--- src/rtl/core/sphx_pkg.sv ---
// Shared types, constants and functions of the sample packer and hex encoder.
package sphx_pkg;

   localparam int unsigned BYTE_W  = 8;
   localparam int unsigned CHAR_W  = 7;
   localparam int unsigned CODE_W  = 2;
   localparam int unsigned FILL_W  = 3;

   localparam logic [CODE_W-1:0] CODE_BITS_1 = 2'd0;
   localparam logic [CODE_W-1:0] CODE_BITS_2 = 2'd1;
   localparam logic [CODE_W-1:0] CODE_BITS_4 = 2'd2;
   localparam logic [CODE_W-1:0] CODE_BITS_8 = 2'd3;
   localparam logic [CODE_W-1:0] CODE_RESET  = CODE_BITS_8;

   localparam logic [0:0] FUNC_SAMPLE = 1'b0;
   localparam logic [0:0] FUNC_FINISH = 1'b1;

   localparam logic [CHAR_W-1:0] CHAR_ZERO  = 7'd48;
   localparam logic [CHAR_W-1:0] CHAR_ALPHA = 7'd87;   // 'a' minus ten

   // Work item handed from the packer to the encoder
   typedef struct packed {
      logic [BYTE_W-1:0] data;
      logic              has_byte;
      logic              done;
   } cmd_type;

   function automatic logic [BYTE_W-1:0] sample_mask(input logic [CODE_W-1:0] code);
      logic [BYTE_W-1:0] m;
      case (code)
         CODE_BITS_1: m = 8'h01;
         CODE_BITS_2: m = 8'h03;
         CODE_BITS_4: m = 8'h0F;
         default:     m = 8'hFF;
      endcase
      return m;
   endfunction

   function automatic logic [FILL_W-1:0] sample_step(input logic [CODE_W-1:0] code);
      logic [FILL_W-1:0] s;
      case (code)
         CODE_BITS_1: s = 3'd1;
         CODE_BITS_2: s = 3'd2;
         CODE_BITS_4: s = 3'd4;
         default:     s = 3'd0;
      endcase
      return s;
   endfunction

   // Bit position of the first sample in a fresh byte
   function automatic logic [FILL_W-1:0] fill_start(input logic [CODE_W-1:0] code);
      logic [FILL_W-1:0] f;
      case (code)
         CODE_BITS_1: f = 3'd7;
         CODE_BITS_2: f = 3'd6;
         CODE_BITS_4: f = 3'd4;
         default:     f = 3'd0;
      endcase
      return f;
   endfunction

   function automatic logic [CHAR_W-1:0] hex_char(input logic [3:0] nib);
      logic [CHAR_W-1:0] c;
      if (nib < 4'd10) begin
         c = CHAR_ZERO + CHAR_W'(nib);
      end else begin
         c = CHAR_ALPHA + CHAR_W'(nib);
      end
      return c;
   endfunction

endpackage

--- src/rtl/core/sphx_req_if.sv ---
// Request channel: valid/ready handshake with function and sample payload.
interface sphx_req_if;
   logic       valid;
   logic       ready;
   logic [0:0] func;
   logic [7:0] sample;

   modport source (output valid, output func, output sample, input ready);
   modport sink   (input valid, input func, input sample, output ready);
endinterface

--- src/rtl/core/sphx_rsp_if.sv ---
// Response channel: valid/ready handshake with packed byte and hex characters.
interface sphx_rsp_if;
   logic       valid;
   logic       ready;
   logic [7:0] packed_byte;
   logic [6:0] hex_high;
   logic [6:0] hex_low;
   logic       line_break;
   logic       byte_valid;
   logic       done_res;

   modport source (output valid, output packed_byte, output hex_high, output hex_low,
                   output line_break, output byte_valid, output done_res, input ready);
   modport sink   (input valid, input packed_byte, input hex_high, input hex_low,
                   input line_break, input byte_valid, input done_res, output ready);
endinterface

--- src/rtl/core/sphx_front.sv ---
// Packer front end: takes requests, packs samples and tracks padding alignment.
module sphx_front #(
   parameter int unsigned PAD_BYTES = 384
) (
   input  logic                        clock,
   input  logic                        reset,
   sphx_req_if.sink                    req_chan,
   input  logic                        csr_wr_en,
   input  logic [sphx_pkg::CODE_W-1:0] csr_wr_data,
   input  logic                        q_full,
   output logic                        push,
   output sphx_pkg::cmd_type           push_cmd
);

   localparam int unsigned TOT_W = (PAD_BYTES > 1) ? $clog2(PAD_BYTES) : 1;
   localparam logic [TOT_W-1:0] TOT_LAST = TOT_W'(PAD_BYTES - 1);

   logic [sphx_pkg::CODE_W-1:0] code_ff, code_in;
   logic [sphx_pkg::BYTE_W-1:0] acc_ff, acc_in;
   logic [sphx_pkg::FILL_W-1:0] fill_ff, fill_in;
   logic                        pend_ff, pend_in;
   logic [TOT_W-1:0]            total_ff, total_in;

   logic                        accept;
   logic [sphx_pkg::BYTE_W-1:0] acc_or;
   logic [TOT_W-1:0]            total_inc;

   assign req_chan.ready = !q_full;
   assign accept         = req_chan.valid && !q_full;
   assign acc_or    = acc_ff | ((req_chan.sample & sphx_pkg::sample_mask(code_ff)) << fill_ff);
   assign total_inc = (total_ff == TOT_LAST) ? '0 : total_ff + 1'b1;

   always_comb begin
      code_in  = code_ff;
      acc_in   = acc_ff;
      fill_in  = fill_ff;
      pend_in  = pend_ff;
      total_in = total_ff;
      push     = 1'b0;
      push_cmd = '0;
      if (csr_wr_en) begin
         // new width restarts packing, counters kept
         code_in = csr_wr_data;
         acc_in  = '0;
         pend_in = 1'b0;
         fill_in = sphx_pkg::fill_start(csr_wr_data);
      end else if (accept) begin
         if (req_chan.func == sphx_pkg::FUNC_SAMPLE) begin
            if (fill_ff == '0) begin
               push              = 1'b1;
               push_cmd.data     = acc_or;
               push_cmd.has_byte = 1'b1;
               total_in          = total_inc;
               acc_in            = '0;
               pend_in           = 1'b0;
               fill_in           = sphx_pkg::fill_start(code_ff);
            end else begin
               acc_in  = acc_or;
               pend_in = 1'b1;
               fill_in = fill_ff - sphx_pkg::sample_step(code_ff);
            end
         end else begin
            push = 1'b1;
            if (pend_ff) begin
               push_cmd.data     = acc_ff;
               push_cmd.has_byte = 1'b1;
               total_in          = total_inc;
               acc_in            = '0;
               pend_in           = 1'b0;
               fill_in           = sphx_pkg::fill_start(code_ff);
            end else if (total_ff != '0) begin
               // zero pad byte; done once it lands on the boundary
               push_cmd.has_byte = 1'b1;
               push_cmd.done     = (total_inc == '0);
               total_in          = total_inc;
            end else begin
               push_cmd.done = 1'b1;
               total_in      = '0;
            end
         end
      end
   end

   always_ff @(posedge clock) begin
      if (reset) begin
         code_ff  <= sphx_pkg::CODE_RESET;
         acc_ff   <= '0;
         fill_ff  <= sphx_pkg::fill_start(sphx_pkg::CODE_RESET);
         pend_ff  <= 1'b0;
         total_ff <= '0;
      end else begin
         code_ff  <= code_in;
         acc_ff   <= acc_in;
         fill_ff  <= fill_in;
         pend_ff  <= pend_in;
         total_ff <= total_in;
      end
   end

endmodule

--- src/rtl/core/sphx_queue.sv ---
// Two-entry queue between the packer and the encoder.
module sphx_queue (
   input  logic              clock,
   input  logic              reset,
   input  logic              push,
   input  sphx_pkg::cmd_type push_cmd,
   output logic              full,
   input  logic              pop,
   output logic              avail,
   output sphx_pkg::cmd_type pop_cmd
);

   sphx_pkg::cmd_type mem_ff [2];
   logic       wr_ptr_ff, wr_ptr_in;
   logic       rd_ptr_ff, rd_ptr_in;
   logic [1:0] cnt_ff, cnt_in;

   assign full    = (cnt_ff == 2'd2);
   assign avail   = (cnt_ff != 2'd0);
   assign pop_cmd = mem_ff[rd_ptr_ff];

   always_comb begin
      wr_ptr_in = push ? !wr_ptr_ff : wr_ptr_ff;
      rd_ptr_in = pop  ? !rd_ptr_ff : rd_ptr_ff;
      cnt_in    = cnt_ff + 2'(push) - 2'(pop);
   end

   always_ff @(posedge clock) begin
      if (push) begin
         mem_ff[wr_ptr_ff] <= push_cmd;
      end
   end

   always_ff @(posedge clock) begin
      if (reset) begin
         wr_ptr_ff <= 1'b0;
         rd_ptr_ff <= 1'b0;
         cnt_ff    <= 2'd0;
      end else begin
         wr_ptr_ff <= wr_ptr_in;
         rd_ptr_ff <= rd_ptr_in;
         cnt_ff    <= cnt_in;
      end
   end

endmodule

--- src/rtl/core/sphx_back.sv ---
// Encoder back end: hex characters, line break counting and response register.
module sphx_back #(
   parameter int unsigned LINE_BYTES = 30
) (
   input  logic              clock,
   input  logic              reset,
   input  logic              avail,
   input  sphx_pkg::cmd_type pop_cmd,
   output logic              pop,
   sphx_rsp_if.source        rsp_chan
);

   localparam int unsigned LINE_W = (LINE_BYTES > 1) ? $clog2(LINE_BYTES) : 1;
   localparam logic [LINE_W-1:0] LINE_LAST = LINE_W'(LINE_BYTES - 1);

   logic [LINE_W-1:0]           line_ff, line_in;
   logic                        vld_ff, vld_in;
   logic [sphx_pkg::BYTE_W-1:0] byte_ff, byte_in;
   logic [sphx_pkg::CHAR_W-1:0] hi_ff, hi_in;
   logic [sphx_pkg::CHAR_W-1:0] lo_ff, lo_in;
   logic                        brk_ff, brk_in;
   logic                        bv_ff, bv_in;
   logic                        done_ff, done_in;
   logic                        wrap;

   assign pop  = avail && (!vld_ff || rsp_chan.ready);
   assign wrap = (line_ff == LINE_LAST);

   always_comb begin
      line_in = line_ff;
      vld_in  = vld_ff && !rsp_chan.ready;
      byte_in = byte_ff;
      hi_in   = hi_ff;
      lo_in   = lo_ff;
      brk_in  = brk_ff;
      bv_in   = bv_ff;
      done_in = done_ff;
      if (pop) begin
         vld_in  = 1'b1;
         byte_in = pop_cmd.data;
         hi_in   = sphx_pkg::hex_char(pop_cmd.data[7:4]);
         lo_in   = sphx_pkg::hex_char(pop_cmd.data[3:0]);
         bv_in   = pop_cmd.has_byte;
         done_in = pop_cmd.done;
         brk_in  = pop_cmd.has_byte && wrap;
         if (pop_cmd.has_byte) begin
            line_in = wrap ? '0 : line_ff + 1'b1;
         end
         if (pop_cmd.done) begin
            line_in = '0;
         end
      end
   end

   always_ff @(posedge clock) begin
      if (reset) begin
         line_ff <= '0;
         vld_ff  <= 1'b0;
      end else begin
         line_ff <= line_in;
         vld_ff  <= vld_in;
      end
   end

   always_ff @(posedge clock) begin
      byte_ff <= byte_in;
      hi_ff   <= hi_in;
      lo_ff   <= lo_in;
      brk_ff  <= brk_in;
      bv_ff   <= bv_in;
      done_ff <= done_in;
   end

   assign rsp_chan.valid       = vld_ff;
   assign rsp_chan.packed_byte = byte_ff;
   assign rsp_chan.hex_high    = hi_ff;
   assign rsp_chan.hex_low     = lo_ff;
   assign rsp_chan.line_break  = brk_ff;
   assign rsp_chan.byte_valid  = bv_ff;
   assign rsp_chan.done_res    = done_ff;

endmodule

--- src/rtl/core/sample_packer_hex_encoder.sv ---
// A request accepted by the front end is written to the queue, and from there it is popped
// into the response register once that register is free, which makes its response valid.
// Throughput: one request per cycle; the packer front end feeds a two-entry queue
// that the encoder back end drains into the response register, so either side may stall.
// Requests that only add a sample to a partly filled byte give no response.
// Reset: synchronous, active high; sample width returns to 8 bits, packing and counters clear.
module sample_packer_hex_encoder #(
   parameter int unsigned LINE_BYTES = 30,
   parameter int unsigned PAD_BYTES  = 384
) (
   input  logic                        clock,
   input  logic                        reset,
   sphx_req_if.sink                    req_chan,
   sphx_rsp_if.source                  rsp_chan,
   input  logic                        csr_wr_en,
   input  logic [sphx_pkg::CODE_W-1:0] csr_wr_data
);

   logic              q_full;
   logic              push;
   sphx_pkg::cmd_type push_cmd;
   logic              pop;
   logic              avail;
   sphx_pkg::cmd_type pop_cmd;

   sphx_front #(
      .PAD_BYTES (PAD_BYTES)
   ) u_front (
      .clock       (clock),
      .reset       (reset),
      .req_chan    (req_chan),
      .csr_wr_en   (csr_wr_en),
      .csr_wr_data (csr_wr_data),
      .q_full      (q_full),
      .push        (push),
      .push_cmd    (push_cmd)
   );

   sphx_queue u_queue (
      .clock    (clock),
      .reset    (reset),
      .push     (push),
      .push_cmd (push_cmd),
      .full     (q_full),
      .pop      (pop),
      .avail    (avail),
      .pop_cmd  (pop_cmd)
   );

   sphx_back #(
      .LINE_BYTES (LINE_BYTES)
   ) u_back (
      .clock    (clock),
      .reset    (reset),
      .avail    (avail),
      .pop_cmd  (pop_cmd),
      .pop      (pop),
      .rsp_chan (rsp_chan)
   );

endmodule
--- src/flat_wrapper.sv ---
// flat-port wrapper written by rule: the top's interface ports become plain ports
module sample_packer_hex_encoder_flat 
#(
   parameter int unsigned LINE_BYTES = 30,
   parameter int unsigned PAD_BYTES  = 384
)
  (clock, reset, csr_wr_en, csr_wr_data, req_chan_valid, req_chan_func, req_chan_sample, req_chan_ready, rsp_chan_valid, rsp_chan_packed_byte, rsp_chan_hex_high, rsp_chan_hex_low, rsp_chan_line_break, rsp_chan_byte_valid, rsp_chan_done_res, rsp_chan_ready);
  sphx_req_if req_chan_i ();
  sphx_rsp_if rsp_chan_i ();
  input  logic clock;
  input  logic reset;
  input  logic csr_wr_en;
  input  logic [sphx_pkg::CODE_W-1:0] csr_wr_data;
  input wire logic [$bits(req_chan_i.valid)-1:0] req_chan_valid;
  input wire logic [$bits(req_chan_i.func)-1:0] req_chan_func;
  input wire logic [$bits(req_chan_i.sample)-1:0] req_chan_sample;
  output wire logic [$bits(req_chan_i.ready)-1:0] req_chan_ready;
  output wire logic [$bits(rsp_chan_i.valid)-1:0] rsp_chan_valid;
  output wire logic [$bits(rsp_chan_i.packed_byte)-1:0] rsp_chan_packed_byte;
  output wire logic [$bits(rsp_chan_i.hex_high)-1:0] rsp_chan_hex_high;
  output wire logic [$bits(rsp_chan_i.hex_low)-1:0] rsp_chan_hex_low;
  output wire logic [$bits(rsp_chan_i.line_break)-1:0] rsp_chan_line_break;
  output wire logic [$bits(rsp_chan_i.byte_valid)-1:0] rsp_chan_byte_valid;
  output wire logic [$bits(rsp_chan_i.done_res)-1:0] rsp_chan_done_res;
  input wire logic [$bits(rsp_chan_i.ready)-1:0] rsp_chan_ready;
  assign req_chan_i.valid = req_chan_valid;
  assign req_chan_i.func = req_chan_func;
  assign req_chan_i.sample = req_chan_sample;
  assign req_chan_ready = req_chan_i.ready;
  assign rsp_chan_valid = rsp_chan_i.valid;
  assign rsp_chan_packed_byte = rsp_chan_i.packed_byte;
  assign rsp_chan_hex_high = rsp_chan_i.hex_high;
  assign rsp_chan_hex_low = rsp_chan_i.hex_low;
  assign rsp_chan_line_break = rsp_chan_i.line_break;
  assign rsp_chan_byte_valid = rsp_chan_i.byte_valid;
  assign rsp_chan_done_res = rsp_chan_i.done_res;
  assign rsp_chan_i.ready = rsp_chan_ready;
  sample_packer_hex_encoder #(.LINE_BYTES(LINE_BYTES), .PAD_BYTES(PAD_BYTES)) u_core (.clock(clock), .reset(reset), .req_chan(req_chan_i), .rsp_chan(rsp_chan_i), .csr_wr_en(csr_wr_en), .csr_wr_data(csr_wr_data));
endmodule
--- config.mk ---
export PLATFORM = sky130hd
export DESIGN_NAME = sample_packer_hex_encoder_flat
export DESIGN_NICKNAME = d
export VERILOG_FILES = /design/src/rtl/core/sphx_pkg.sv /design/src/rtl/core/sphx_req_if.sv /design/src/rtl/core/sphx_rsp_if.sv /design/src/rtl/core/sphx_front.sv /design/src/rtl/core/sphx_queue.sv /design/src/rtl/core/sphx_back.sv /design/src/rtl/core/sample_packer_hex_encoder.sv /design/src/flat_wrapper.sv
export SDC_FILE = /design/constraint.sdc
export NUM_CORES = 1
export LEC_CHECK = 0
export BUFFER_PORTS_ARGS = -buffer_cell sky130_fd_sc_hd__clkbuf_2
export CORE_UTILIZATION = 50
export CTS_CLUSTER_SIZE = 20
export DETAILED_ROUTE_END_ITERATION = 7
export PLACE_DENSITY = 0.7
export SLEW_MARGIN = 20
export SYNTH_ARGS = -nofsm -noshare
export SYNTH_HDL_FRONTEND = slang
export SYNTH_SLANG_ARGS = --single-unit
--- constraint.sdc ---
create_clock -name clock -period 5.45 [get_ports clock]
set_input_delay 1.3625 -clock clock [delete_from_list [all_inputs] [get_ports clock]]
set_output_delay 1.3625 -clock clock [all_outputs]
set_load 0.02 [all_outputs]
### After elaboration in Yosys (flattened, before gate mapping)

Memories as Yosys holds them, arrays and structs flattened. A register that Yosys moved wholly into a read port is not among the register bits.
Index checks and enable logic that the tools add are counted.
Widths: inputs -> output; s select.

* flip-flop bits (word level): 58
* RAM bits: 20
* output and inout bits: 27
* word-level logic and storage cells: 112
* memories kept: 1

* add/subtract/negate cells: 9
* magnitude comparators: 2
* eq/ne operators: 9
* shifts and indexed selects: 1
* muxes and demuxes: 47
* bitwise operators: 3
* reductions and logical operators: 24

Memory list
* u_core.u_queue.mem_ff: words 2, width 10, read ports 1, clocked after memory_dff 1, wr ports 1, line sphx_queue.sv:13 `sphx_pkg::cmd_type mem_ff [2];`

Operators by type and width (number)
* $mux 9: 7
* $mux 8: 4
* $mux 3: 9
* $pmux 3 s3: 3
* $pmux 8 s3: 1
* $mux 10: 2
* $mux 1: 16
* $mux 5: 3
* $add 6x4->7 const A: 2
* $add 7x4->7 const A: 2
* $mux 7: 2
* $add 9x1->9 const B: 1
* $eq 9x9->1 const B: 1
* $logic_not 9->1: 1
* $reduce_bool 9->1: 1
* $and 8x8->8: 1
* $lt 4x4->1 const B: 2
* $or 8x8->8: 1
* $reduce_bool 2->1: 4
* $shl 8x3->8: 1
* $eq 2x2->1 const B: 3
* $reduce_and 2->1: 3
* $add 5x1->5 const B: 1
* $eq 5x5->1 const B: 1
* other kinds (14): 23

### Logic depth before layout (Yosys ltp)

* word-level depth: 11
* gate-level depth with buffers: 12

### Cells and area by module

A second synthesis with hierarchy kept.

* cell total of the unflattened synthesis: 378
* area, all modules: 3948.8 um2

Modules (own cells, without submodules)
* sphx_front: instances 1, cells each 226, area each 1712.9 um2, sequential area each 460.4 um2
* sphx_back: instances 1, cells each 100, area each 1296.2 um2, sequential area each 870.8 um2
* sphx_queue: instances 1, cells each 52, area each 939.7 um2, sequential area each 700.7 um2

### Worst setup path after synthesis

OpenSTA, ideal clock, no wires.

* path kind: input to register
* start: input port rsp_chan_ready
* end: register u_core.u_queue.cnt_ff[1]
* setup time: 128 ps
* arrival time: 3564 ps
* data required time: 5322 ps
* setup slack: 1759 ps
* stages: 8
* cells stage by stage: nor2b_1 > nor2_1 > ha_1 > inv_1 > ha_1 > xor2_1 > xnor2_1 > nor2_1

* word-level cells in the longest chain between the ends: 3

RTL lines
* start, declared: line flat_wrapper.sv:25 `input wire logic [$bits(rsp_chan_i.ready)-1:0] rsp_chan_ready;`
* $logic_or 1x1->1: line sphx_back.sv:26 `assign pop = avail && (!vld_ff || rsp_chan.ready);`
* $logic_and 1x1->1: line sphx_back.sv:26
* named net u_core.pop: line sample_packer_hex_encoder.sv:22 `logic pop;`
* $sub 2x1->2: line sphx_queue.sv:25 `cnt_in = cnt_ff + 2'(push) - 2'(pop);`
* end signal, assigned: line sphx_queue.sv:42 `cnt_ff <= cnt_in;`
* end, declared: line sphx_queue.sv:16 `logic [1:0] cnt_ff, cnt_in;`

The timed path passes the listed nets, and every way through them passes these cells.
A chain may end at the register's enable or synchronous reset.

### Worst setup path after layout

* start: input port csr_wr_en
* end: register u_core.u_queue.cnt_ff[1]

* word-level cells in the longest chain between the ends: 3

RTL lines
* start, declared: line flat_wrapper.sv:12 `input logic csr_wr_en;`
* $mux 1: line sphx_front.sv:41 `if (csr_wr_en) begin`
* $add 2x1->2: line sphx_queue.sv:25
* $sub 2x1->2: line sphx_queue.sv:25

Every way passes these cells.

==> summary.log <==
qor: global_routing.grt_max_degree 32
qor: synth.syn-instance-count 364
qor: min_path.worst_hold_path_type register to register
qor: clocking.max-clock-path-buffers 2
qor: clocking.clk_pin_slew_worst_paths 0.08 ns
qor: detailed_routing.routed_via_density 5.43
qor: detailed_routing.firstDrtPassIters 4
qor: detailed_routing.drt_first_iter_violations 120
qor: pwr.vdd_drop_max 0.161 mV
qor: timing.worstMarginPinSlew 0.754 ns
qor: die.die_width 90.0 microns
qor: setup_path.crit_path_end_kind register
qor: global_routing.grt_overflow_total 0
qor: setup_path.sort_of_element_at_the_start_of_the_critical_path primary input
qor: pwr.cellLeakagePower 1.61 nW
qor: die.placeableCoreArea 0.00737 sq mm
qor: setup_path.cp_num_buf_inv 4
qor: timing.clock.fmax 332 MHz
qor: synth.yosysMostFrequentCell sky130_fd_sc_hd__edfxtp_1
qor: synth.netlist.area_leader.share 34.9%
qor: clocking.clock_tree_root_driver_cell sky130_fd_sc_hd__clkbuf_8
qor: final_layout.design_area 0.00433 sq mm
qor: setup_path.worstPathRequired 5.65 ns
qor: final_layout.fin_cells 505
qor: place.post-dp-hpwl 4.87 mm
qor: place.dp_slack 2.09 ns
qor: synth.ys_top_cells_by_area sky130_fd_sc_hd__edfxtp_1 (35%), sky130_fd_sc_hd__dfxtp_1 (18%), sky130_fd_sc_hd__nor2_1 (4.1%), sky130_fd_sc_hd__mux2i_1 (3.6%), sky130_fd_sc_hd__ha_1 (2.9%)
qor: timing.rel_slew_slack 49.5%
qor: pwr.p_total 0.00177 W
qor: place.globalplace.congestion 0.882
qor: clocking.tritoncts_clock_tree done
qor: synth.netlist_area 0.00387 sq mm
qor: detailed_routing.remaining_antenna_violation_count_after_routing 0
qor: synth.syn_area_per_cell 10.6 sq um
qor: clocking.cts_num_sinks 79
qor: timing.final-max-slew-violation-count 0
qor: timing.final_critical_path_setup_slack 2.44 ns
qor: timing.report.final.hold_viol_count 0
qor: synth.yosysWarningCount 0
qor: run.max-cap-violations 0
qor: final_layout.layout-drive-gt1-share 20.7%
qor: die.die_area 0.00810 sq mm
qor: detailed_routing.drt_wl_cell 13.5 microns
qor: timing.worst_clock_skew 0.00965 ns
qor: outcome.run_status complete, no violations
qor: setup_path.path_cells clkbuf_2, inv_1, nand3_2, nor2_4, inv_2, ha_1, inv_1, ha_1, xor2_1, xnor2_1, nor2_1
qor: detailed_routing.detail_route.wirelength 6.84 mm
qor: final_layout.synthToLayoutAreaGrowth 11.9%
qor: pwr.cellPowerDensity 409 mW/mm^2
qor: place.post_dp_cell_area 0.00412 sq mm
qor: synth.synthArstFlopShare 0%
qor: synth.synth.largest_area_cell sky130_fd_sc_hd__edfxtp_1
qor: setup_path.cp_data_arrival_time 3.21 ns
qor: timing.setup_viol 0
qor: clocking.htree_num_levels 3
qor: detailed_routing.drc 0
qor: die.ioPinCount 43
qor: die.floorplan.initialDensity 52.6%
qor: final_layout.antenna_cells 0
qor: setup_path.critical_path.max_fanout 15
qor: place.place.detailed.instances 489
qor: global_routing.grt_antenna_before_repair 0
qor: die.die_h 90.0 microns
qor: synth.synth_edf_count 45
qor: place.port_buffers 42
qor: detailed_routing.routed-via-count 2740
qor: timing.timing.final.crit_period 3.01 ns
qor: synth.ys_dominant_reg_cell sky130_fd_sc_hd__edfxtp_1
qor: setup_path.standard_cell_with_the_maximum_stage_delay_on_the_critical_path sky130_fd_sc_hd__ha_1
qor: synth.post_synth_most_frequent_cells sky130_fd_sc_hd__edfxtp_1 (45), sky130_fd_sc_hd__nor2_1 (42), sky130_fd_sc_hd__dfxtp_1 (34)
qor: global_routing.grt_pass1_wl 11.5 mm
qor: synth.synth-seq-cells 79
qor: synth.synthDistinctLibCells 74
qor: clocking.tritoncts.num_buffers 9
qor: clocking.clock_latency_at_the_later_pin_of_the_worst_skew_pair 0.34 ns
qor: clocking.post_cts_repair_timing_setup_buffer_count 0
qor: global_routing.grt_pass1_vias 2503
qor: setup_path.critical_path_class primary input to register
qor: clocking.post_cts_resized 0
qor: final_layout.fillers 613
qor: timing.grt_setup_unrepaired no
qor: setup_path.delay_of_the_slowest_critical_path_stage 0.31 ns
qor: setup_path.critPathTopFamily buffers and inverters
qor: final_layout.final_net_count 427
qor: timing.finalSetupTns 0 ns
qor: global_routing.globalRouteTotalUtil 17.6%
qor: die.placement_rows 31
qor: synth.seq_area_frac_synth 52.5%
qor: clocking.hold_buf_cts 0
qor: timing.finalCritPeriodShare 55.2%
[through the flow]
step           hold WS, ns  util [%]
2_1_floorplan        0.431         -
3_3_place_gp         0.454      55.9
3_5_place_dp         0.455      55.9
4_1_cts              0.480      58.8
5_1_grt              0.492      58.8
6_report             0.477      58.8
[power breakdown]
group          leakage (nW)  switching [W]  internal, W
clock network         0.102       0.000206     0.000254
logic                 0.831       0.000312     0.000172
registers             0.681      0.0000565     0.000771
total                  1.61       0.000574      0.00120
[layout by cell type (no fill, tap or decap), types with 3 or more instances in the layout]
master	Yosys	layout
sky130_fd_sc_hd__edfxtp_1	45	45
sky130_fd_sc_hd__clkbuf_2	2	42
sky130_fd_sc_hd__nor2_1	42	41
sky130_fd_sc_hd__dfxtp_1	34	34
sky130_fd_sc_hd__nand2_1	25	25
sky130_fd_sc_hd__a21oi_1	17	17
sky130_fd_sc_hd__inv_1	16	16
sky130_fd_sc_hd__mux2i_1	14	14
sky130_fd_sc_hd__o21ai_0	14	14
sky130_fd_sc_hd__nor3_1	13	13
sky130_fd_sc_hd__ha_1	9	9
sky130_fd_sc_hd__clkbuf_8	0	9
sky130_fd_sc_hd__mux2_2	6	6
sky130_fd_sc_hd__nand3_1	6	6
sky130_fd_sc_hd__a22oi_1	6	6
sky130_fd_sc_hd__nand2b_1	5	5
sky130_fd_sc_hd__xnor2_1	5	5
sky130_fd_sc_hd__a311oi_1	5	5
sky130_fd_sc_hd__nand4_1	5	5
sky130_fd_sc_hd__xor2_1	5	5
sky130_fd_sc_hd__nor2b_1	4	4
sky130_fd_sc_hd__and3_1	4	4
sky130_fd_sc_hd__and2_1	4	4
sky130_fd_sc_hd__a31oi_1	3	3
sky130_fd_sc_hd__a21boi_0	3	3
sky130_fd_sc_hd__or3_1	3	3
sky130_fd_sc_hd__clkinv_1	0	3
[metal layers]
metal | track usage (%) | part of all wire (%)
met2 | 28.8 | 47
met3 | 2.96 | 4.3
met1 | 23.2 | 48
met4 | 6.72 | 0.70
met5 | 0 | 0
[state kept, by name, summed over array words and instances (netlist names), named ones only]
name and flops:
u_core.u_front.fill_ff 3, u_core.u_back.rsp_chan.hex_low 7, u_core.u_front.pend_ff 1, u_core.u_front.total_ff 9
u_core.u_front.code_ff 2, u_core.u_back.rsp_chan.byte_valid 1, u_core.u_queue.mem_ff 20, u_core.u_front.acc_ff 8
u_core.u_queue.cnt_ff 2, u_core.u_back.rsp_chan.done_res 1, u_core.u_queue.rd_ptr_ff 1, u_core.u_back.line_ff 5
u_core.u_back.rsp_chan.line_break 1, u_core.u_back.rsp_chan.packed_byte 8, u_core.u_back.rsp_chan.hex_high 7, u_core.u_back.rsp_chan.valid 1
u_core.u_queue.wr_ptr_ff 1
[path summary, 6_finish.rpt]
path                                  start                        end  slack [ns]  cells after the start
setup / recovery                  csr_wr_en   u_core.u_queue.cnt_ff[1]        2.44                     11
hold / removal     u_core.u_front.acc_ff[0]   u_core.u_front.acc_ff[0]        0.48                      1
hold reg to reg    u_core.u_front.acc_ff[0]   u_core.u_front.acc_ff[0]        0.48                      1
setup reg to reg  u_core.u_front.fill_ff[0]  u_core.u_front.fill_ff[2]        3.06                      8
[final cells by class]
| cell class | instances | area (sq um) | area share, % |
|---|---|---|---|
| Timing Repair Buffer | 43 | 218 | 5.02 |
| Inverter | 19 | 73.8 | 1.70 |
| Sequential cell | 79 | 2030 | 46.9 |
| Clock inverter | 7 | 87.6 | 2.02 |
| Multi-Input combinational cell | 249 | 1680 | 38.7 |
| Tap cell | 99 | 124 | 2.86 |
| Clock buffer | 9 | 124 | 2.86 |
[logic make-up after synthesis]
logic type	synth area share (%)
DFF	52.5
AOI/OAI and AO/OA	13.8
and+or+nand+nor	17.6
muxes	5.94
xor gates and xnor gates	2.26
other	0.0968
buffers and inverters	4.46
adders and majority gates	3.42
Power figures use the tool's default switching activity.
